File: src/rtl/hisc_pkg.sv
// ----------------------------------------------------------------------------
// hisc_pkg
// Shared types, widths and constants of the homography inlier scorer.
// ----------------------------------------------------------------------------
package hisc_pkg;

    localparam int COEF_W    = 32;
    localparam int CRD_W     = 16;
    localparam int OPD_W     = 17;
    localparam int PROD_W    = COEF_W + OPD_W;
    localparam int ACC_W     = PROD_W + 2;
    localparam int FRAC_MAX  = 8;
    localparam int DIV_W     = ACC_W + FRAC_MAX;
    localparam int QUO_W     = 25;
    localparam int QS_W      = QUO_W + 1;
    localparam int DSH_W     = ACC_W + QUO_W;
    localparam int QCNT_W    = $clog2(QUO_W);
    localparam int DX_W      = QS_W + 1;
    localparam int SQ_W      = 2 * DX_W;
    localparam int D2_W      = SQ_W + 1;
    localparam int THR_W     = 16;
    localparam int RES_W     = 17;
    localparam int NCOEF     = 9;
    localparam int IDX_W     = 4;
    localparam int RATIO_SH  = 16;

    localparam logic [QUO_W-1:0] PROJ_LIMIT = QUO_W'(1) << (QUO_W - 1);
    localparam logic [THR_W-1:0] THR_RESET  = THR_W'(160);

    localparam int MAX_POINTS_DEF     = 65536;
    localparam int COEF_FRAC_BITS_DEF = 16;
    localparam int COORD_FRAC_BITS_DEF = 4;

    localparam logic REQ_LOAD  = 1'b0;
    localparam logic REQ_POINT = 1'b1;

    typedef struct packed {
        logic                     req_type;
        logic [IDX_W-1:0]         coef_index;
        logic signed [COEF_W-1:0] coef_value;
        logic [CRD_W-1:0]         src_x;
        logic [CRD_W-1:0]         src_y;
        logic [CRD_W-1:0]         dst_x;
        logic [CRD_W-1:0]         dst_y;
        logic                     last;
    } t_req;

    typedef struct packed {
        logic             is_inlier;
        logic [RES_W-1:0] inlier_count;
        logic [RES_W-1:0] point_count;
        logic [RES_W-1:0] ratio_q16;
        logic             batch_done;
    } t_res;

    typedef enum logic [3:0] {
        S_IDLE, S_MAC, S_DIVX, S_WAITX, S_DIVY, S_WAITY,
        S_SQX, S_SQY, S_SQSUM, S_TALLY, S_DIVR, S_WAITR, S_OUT
    } t_state;

    typedef enum logic [1:0] {DS_X, DS_Y, DS_RATIO} t_div_sel;
    typedef enum logic [1:0] {SQ_NONE, SQ_X, SQ_Y, SQ_SUM} t_sq;

    typedef struct packed {
        logic     capture;
        logic     mac_step;
        logic     div_start;
        t_div_sel div_sel;
        t_sq      sq;
        logic     tally;
        logic     out_load;
    } t_cmd;

    typedef struct packed {
        logic in_point;
        logic is_last;
        logic mac_done;
        logic div_done;
        logic out_free;
    } t_sts;

endpackage

File: src/rtl/hisc_ctrl.sv
// ----------------------------------------------------------------------------
// hisc_ctrl
// Sequencer of the scorer: takes a coefficient load in idle and steps a point
// pair through projection, division, distance, tally and result.
// ----------------------------------------------------------------------------
module hisc_ctrl import hisc_pkg::*; (
    input  logic i_clk,
    input  logic i_rst_n,
    input  logic i_in_valid,
    output logic o_in_ready,
    input  t_sts i_sts,
    output t_cmd o_cmd
);
    t_state r_state;
    t_state n_state;

    always_ff @(posedge i_clk) begin
        if (!i_rst_n) begin
            r_state <= S_IDLE;
        end else begin
            r_state <= n_state;
        end
    end

    always_comb begin
        n_state        = r_state;
        o_cmd          = '0;
        o_cmd.div_sel  = DS_X;
        o_cmd.sq       = SQ_NONE;
        o_in_ready     = 1'b0;
        case (r_state)
            S_IDLE: begin
                o_in_ready = 1'b1;
                if (i_in_valid) begin
                    o_cmd.capture = 1'b1;
                    if (i_sts.in_point) begin
                        n_state = S_MAC;
                    end
                end
            end
            S_MAC: begin
                o_cmd.mac_step = 1'b1;
                if (i_sts.mac_done) begin
                    n_state = S_DIVX;
                end
            end
            S_DIVX: begin
                o_cmd.div_start = 1'b1;
                n_state = S_WAITX;
            end
            S_WAITX: begin
                if (i_sts.div_done) begin
                    n_state = S_DIVY;
                end
            end
            S_DIVY: begin
                o_cmd.div_sel   = DS_Y;
                o_cmd.div_start = 1'b1;
                n_state = S_WAITY;
            end
            S_WAITY: begin
                o_cmd.div_sel = DS_Y;
                if (i_sts.div_done) begin
                    n_state = S_SQX;
                end
            end
            S_SQX: begin
                o_cmd.sq = SQ_X;
                n_state = S_SQY;
            end
            S_SQY: begin
                o_cmd.sq = SQ_Y;
                n_state = S_SQSUM;
            end
            S_SQSUM: begin
                o_cmd.sq = SQ_SUM;
                n_state = S_TALLY;
            end
            S_TALLY: begin
                o_cmd.tally = 1'b1;
                n_state = i_sts.is_last ? S_DIVR : S_OUT;
            end
            S_DIVR: begin
                o_cmd.div_sel   = DS_RATIO;
                o_cmd.div_start = 1'b1;
                n_state = S_WAITR;
            end
            S_WAITR: begin
                o_cmd.div_sel = DS_RATIO;
                if (i_sts.div_done) begin
                    n_state = S_OUT;
                end
            end
            S_OUT: begin
                if (i_sts.out_free) begin
                    o_cmd.out_load = 1'b1;
                    n_state = S_IDLE;
                end
            end
            default: begin
                n_state = S_IDLE;
            end
        endcase
    end
endmodule

File: config.mk
export PLATFORM = sky130hd
export DESIGN_NAME = hisc_ctrl
export DESIGN_NICKNAME = d
export VERILOG_FILES = /design/src/rtl/hisc_pkg.sv /design/src/rtl/hisc_ctrl.sv
export SDC_FILE = /design/constraint.sdc
export NUM_CORES = 1
export LEC_CHECK = 0
export BUFFER_PORTS_ARGS = -buffer_cell sky130_fd_sc_hd__buf_2
export CORE_AREA = 5 5 42 44
export DETAILED_ROUTE_END_ITERATION = 8
export DIE_AREA = 0 0 47 49
export MAX_ROUTING_LAYER = met4
export PLACE_DENSITY = 0.62
export SYNTH_ARGS = -nofsm -noshare
export SYNTH_HDL_FRONTEND = slang
export SYNTH_SLANG_ARGS = --single-unit
export TNS_END_PERCENT = 10
File: constraint.sdc
create_clock -name i_clk -period 1.6 [get_ports i_clk]
set_clock_uncertainty 0.1 [all_clocks]
set_input_delay 0.16 -clock i_clk [delete_from_list [all_inputs] [get_ports i_clk]]
set_output_delay 0.16 -clock i_clk [all_outputs]
set_load 0.005 [all_outputs]
Word level (Yosys, flattened, before mapping)
Cells that the tools add are included.
{"block": "totals", "ff_bits": 4, "in_bits": 8, "output_inout_bits": 10}
{"block": "classes", "n_eq_ne": 19, "muxes": 19, "reduce_logical": 5}
{"operator": "4-bit case mux with 13 select lines", "n": 1}
{"operator": "4-bit two-way mux", "n": 7}
{"operator": "4-bit equality test (second input constant)", "n": 5}
{"operator": "4-bit by 3-bit equality test with 1-bit output (second input constant)", "n": 4}
{"operator": "2-bit inequality test (second input constant)", "n": 7}
{"operator": "4-bit by 2-bit equality test with 1-bit output (second input constant)", "n": 2}
{"operator": "1-bit two-way mux", "n": 8}
{"operator": "7-bit AND reduction", "n": 1}
{"operator": "2-bit case mux with 3 select lines", "n": 1}
{"operator": "4-bit by 1-bit equality test with 1-bit output (second input constant)", "n": 1}
{"operator": "4-bit logical NOT", "n": 1}
{"operator": "2-bit case mux with 2 select lines", "n": 1}
{"operator": "2-bit OR reduction", "n": 2}
{"operator": "3-bit two-way mux", "n": 1}
{"operator": "3-bit OR reduction", "n": 1}

Depth between registers and ports, before layout
{"block": "logic_depth", "ltp_word": 3, "ltp_mapped": 5, "mapped_depth_nobuf": 4}

Worst setup path after synthesis
Ideal clock, no wire load.
{"block": "synth_timing", "kind": "register to output", "startpoint": "register r_state[1]", "endpoint": "output o_cmd[6] (netlist bit)", "t_arrival_ps": 1068, "required_time_ps": 1340, "path_slack_ps": 272, "path_stages_with_launch": 6, "n_path_buf": 2, "cell_sequence": "dfxtp_1 > buf_4 > clkbuf_1 > nor3_1 > a21oi_1 > nor2_1"}
{"element": "start: declaration", "line_no": "hisc_ctrl.sv:14", "rtl": "t_state r_state;"}
{"element": "start signal: assignment", "line_no": "hisc_ctrl.sv:21", "rtl": "r_state <= n_state;"}
{"element": "end: declaration", "line_no": "hisc_ctrl.sv:12", "rtl": "output t_cmd o_cmd"}

==> metrics.yaml <==
crit_path_end_kind: "primary output"
holdCritPathClass: "in2reg"
first_iter_violations: 5
slew_violations: 0
clk_pin_slew_ns: 0.05
dp.cells: 92
crit_family: "simple AND/OR/NAND/NOR gates"
cts_tree: "built"
timing.rr.end: "r_state[1]"
grt_max_degree: 12
layout_common_cells: "buf_2, buf_4, nand2_1"
antennaDiodeCount: 0
synth.ff_latch_count: 4
crit_type: "reg2out"
syn_to_final_growth_pct: 42.45
rrSetupSlack_ns: 0.16
status: "finished, final reports clean"
peakVddDrop_mv: 0.3882
ant_nets: 0
slowest_delay_ns: 0.35
largest-register: "r_state"
relSlewSlack_pct: 82.35
drive_gt1_share_pct: 54.32
combPwrFrac_pct: 46.7
syn_area_per_cell_um2: 7.842
fill_cells: 163
gr-usage-all-layers_pct: 11.62
numCtsBuffers: 3
worstMarginPinSlew_ns: 0.2625
ff_latch_area_um2: 90.09
grt_pass1_vias: 450
largest_reg_flops: 4
hpwl_um: 890.2
cp-start-kind: "flip-flop"
port_buffers: 17
power.total_uw: 507.1
hold_start: "i_rst_n"
multi_input_area_um2: 314.1
p_seq_share_pct: 26.7
ys_seq_area_share_pct: 18.23
reg2regPathDepth: 5
netlist_instances: 56
rows: 14
cp.required_ns: 1.34
instances_no_fill: 97
arrival_ns: 1.28
reg2reg_from: "r_state[1]"
dr.pass1.iters: 2
switchingPower_uw: 183.4
cts.sinks: 4
drt_wl_total_mm: 1.138
dieArea_mm2: 0.002303
die_height_um: 49
antenna_found_initial: 0
crit_slowest_cell: "dfxtp_4"
p_int_uw: 323.7
ys_types: 30
clock.fmax_ghz: 0.6512
post-route-drc-count: 0
path_buf_inv: 2
finalSetupViolCount: 0
clock_power_share_pct: 26.6
via_per_inst: 5.124
yosysWarnings: 0
synth_area_um2: 439.2
p_per_area_mw_per_mm2: 810.6
io_pins: 18
mostFrequentLayoutCell: "buf_2"
p_sw_share_pct: 36.17
clock-root-buffer: "clkbuf_4"
timing.final.crit_share_pct: 95.97
layout_min_cycle_time_ns: 1.536
synthesis.nets: 64
num_vias: 497
gp_congestion: 0.7820
critical_path.cell_chain: "buf_6 > nor4bb_4 > and2_1 > buf_2"
coreArea_mm2: 0.001401
hold_viol: 0
min_to: "r_state[0]"
nNetsFinal: 91
htreeDepth: 1
clockBufferDepth: 2
maxCapViolCount: 0
crit_fanout: 5
grt_pass1_wl_mm: 1.904
wl_per_cell_um: 11.73
hold_depth: 3
synthTopCellsByArea: "dfxtp_1, nor4bb_4, nor4_4"
synth_top_cell_by_area: "dfxtp_1"
synth_top_area_share_pct: 18.23
insertion_delay_ns: 0.25
reg_top3: "r_state: 4 flops"
initial_utilization_pct: 31.34
die_w_um: 47
overflow: 0
p_leak_uw: 0.0003047
-- worst max path at each step --
stage	to	startpoint	cells after the start	slack, ns
after floorplan	o_cmd[6]	r_state[1]	5	0.27
after global placement	r_state[2]	r_state[2]	4	0.16
after detailed placement	r_state[1]	r_state[2]	4	0.08
after CTS	o_cmd[0]	r_state[1]	4	0.01
final	o_cmd[0]	r_state[1]	4	0.06
after global routing	o_cmd[0]	r_state[1]	4	-0.002
-- power by group through the flow --
| stage | Sequential [uW] | Combinational, uW | Clock, uW |
|---|---|---|---|
| after floorplan | 120 | 166 | 0 |
| after global placement | 137 | 217 | 0 |
| after detailed placement | 137 | 218 | 0 |
| after CTS | 137 | 219 | 137 |
| after global routing | 138 | 263 | 150 |
| final | 135 | 237 | 135 |
-- stage by stage --
stage	util [%]	cell area, um2	setup TNS, ns	hold WS [ns]	worst slack (ns)
floorplan	-	439.2	0	0.1738	0.2719
detailed placement	40.63	569.3	0	0.3383	0.08132
global placement	40.63	569.3	0	0.3400	0.1611
global route	44.64	625.6	-0.002258	0.09109	-0.002258
finish	44.64	625.6	0	0.06793	0.06444
CTS	42.50	595.6	0	0.06877	0.01186
-- tightest hold or removal path, delay by kind of cell --
family | cells | cell delay, ns
buf+inv | 1 | 0.13
simple gates | 2 | 0.09
-- kinds of logic (layout without fill, tap and decap cells) --
logic type,count (synthesis),in the layout,synth area share (%)
AO/OA/AOI/OAI,13,13,19.94
buffers and inverters,9,34,11.39
flip-flops,4,4,18.23
multiplexers,2,2,4.559
AND/OR/NAND/NOR,28,28,45.87
-- area by class of cell --
type	count	share of cell area, %
Multi-Input combinational cell	43	50.20
Timing Repair Buffer	27	26.20
Sequential cell	4	14.40
Clock buffer	3	3.600
Tap cell	16	3.200
Inverter	4	2.400
-- cell usage after synthesis, drive strengths merged --
library cell,instances
a211o,1
a211oi,1
a21boi,2
a21oi,4
a22oi,1
and2,2
and3,3
buf,4
clkbuf,1
dfxtp,4
inv,4
mux2i,2
nand2,5
nand2b,1
nand3,2
nor2,4
nor2b,1
nor3,3
nor3b,1
nor4,4
nor4b,1
nor4bb,1
o21ai,4
-- per-layer routing --
| metal | share of wire [%] | wire, um | global-route usage [%] |
|---|---|---|---|
| met1 | 44 | 501 | 15.13 |
| met2 | 51 | 576 | 15.38 |
| met3 | 4.6 | 52 | 2.214 |
| met4 | 0.62 | 7 | 8.295 |
| met5 | 0 | 0 | - |
-- repair_timing --
action	4_1_cts	5_1_grt
cloned	0	0
setup endpoints to repair	4	5
pin swaps	0	2
gates resized for setup	3	5
setup buffers	0	2
hold buffers	0	0
Power figures use the tool's default switching activity.
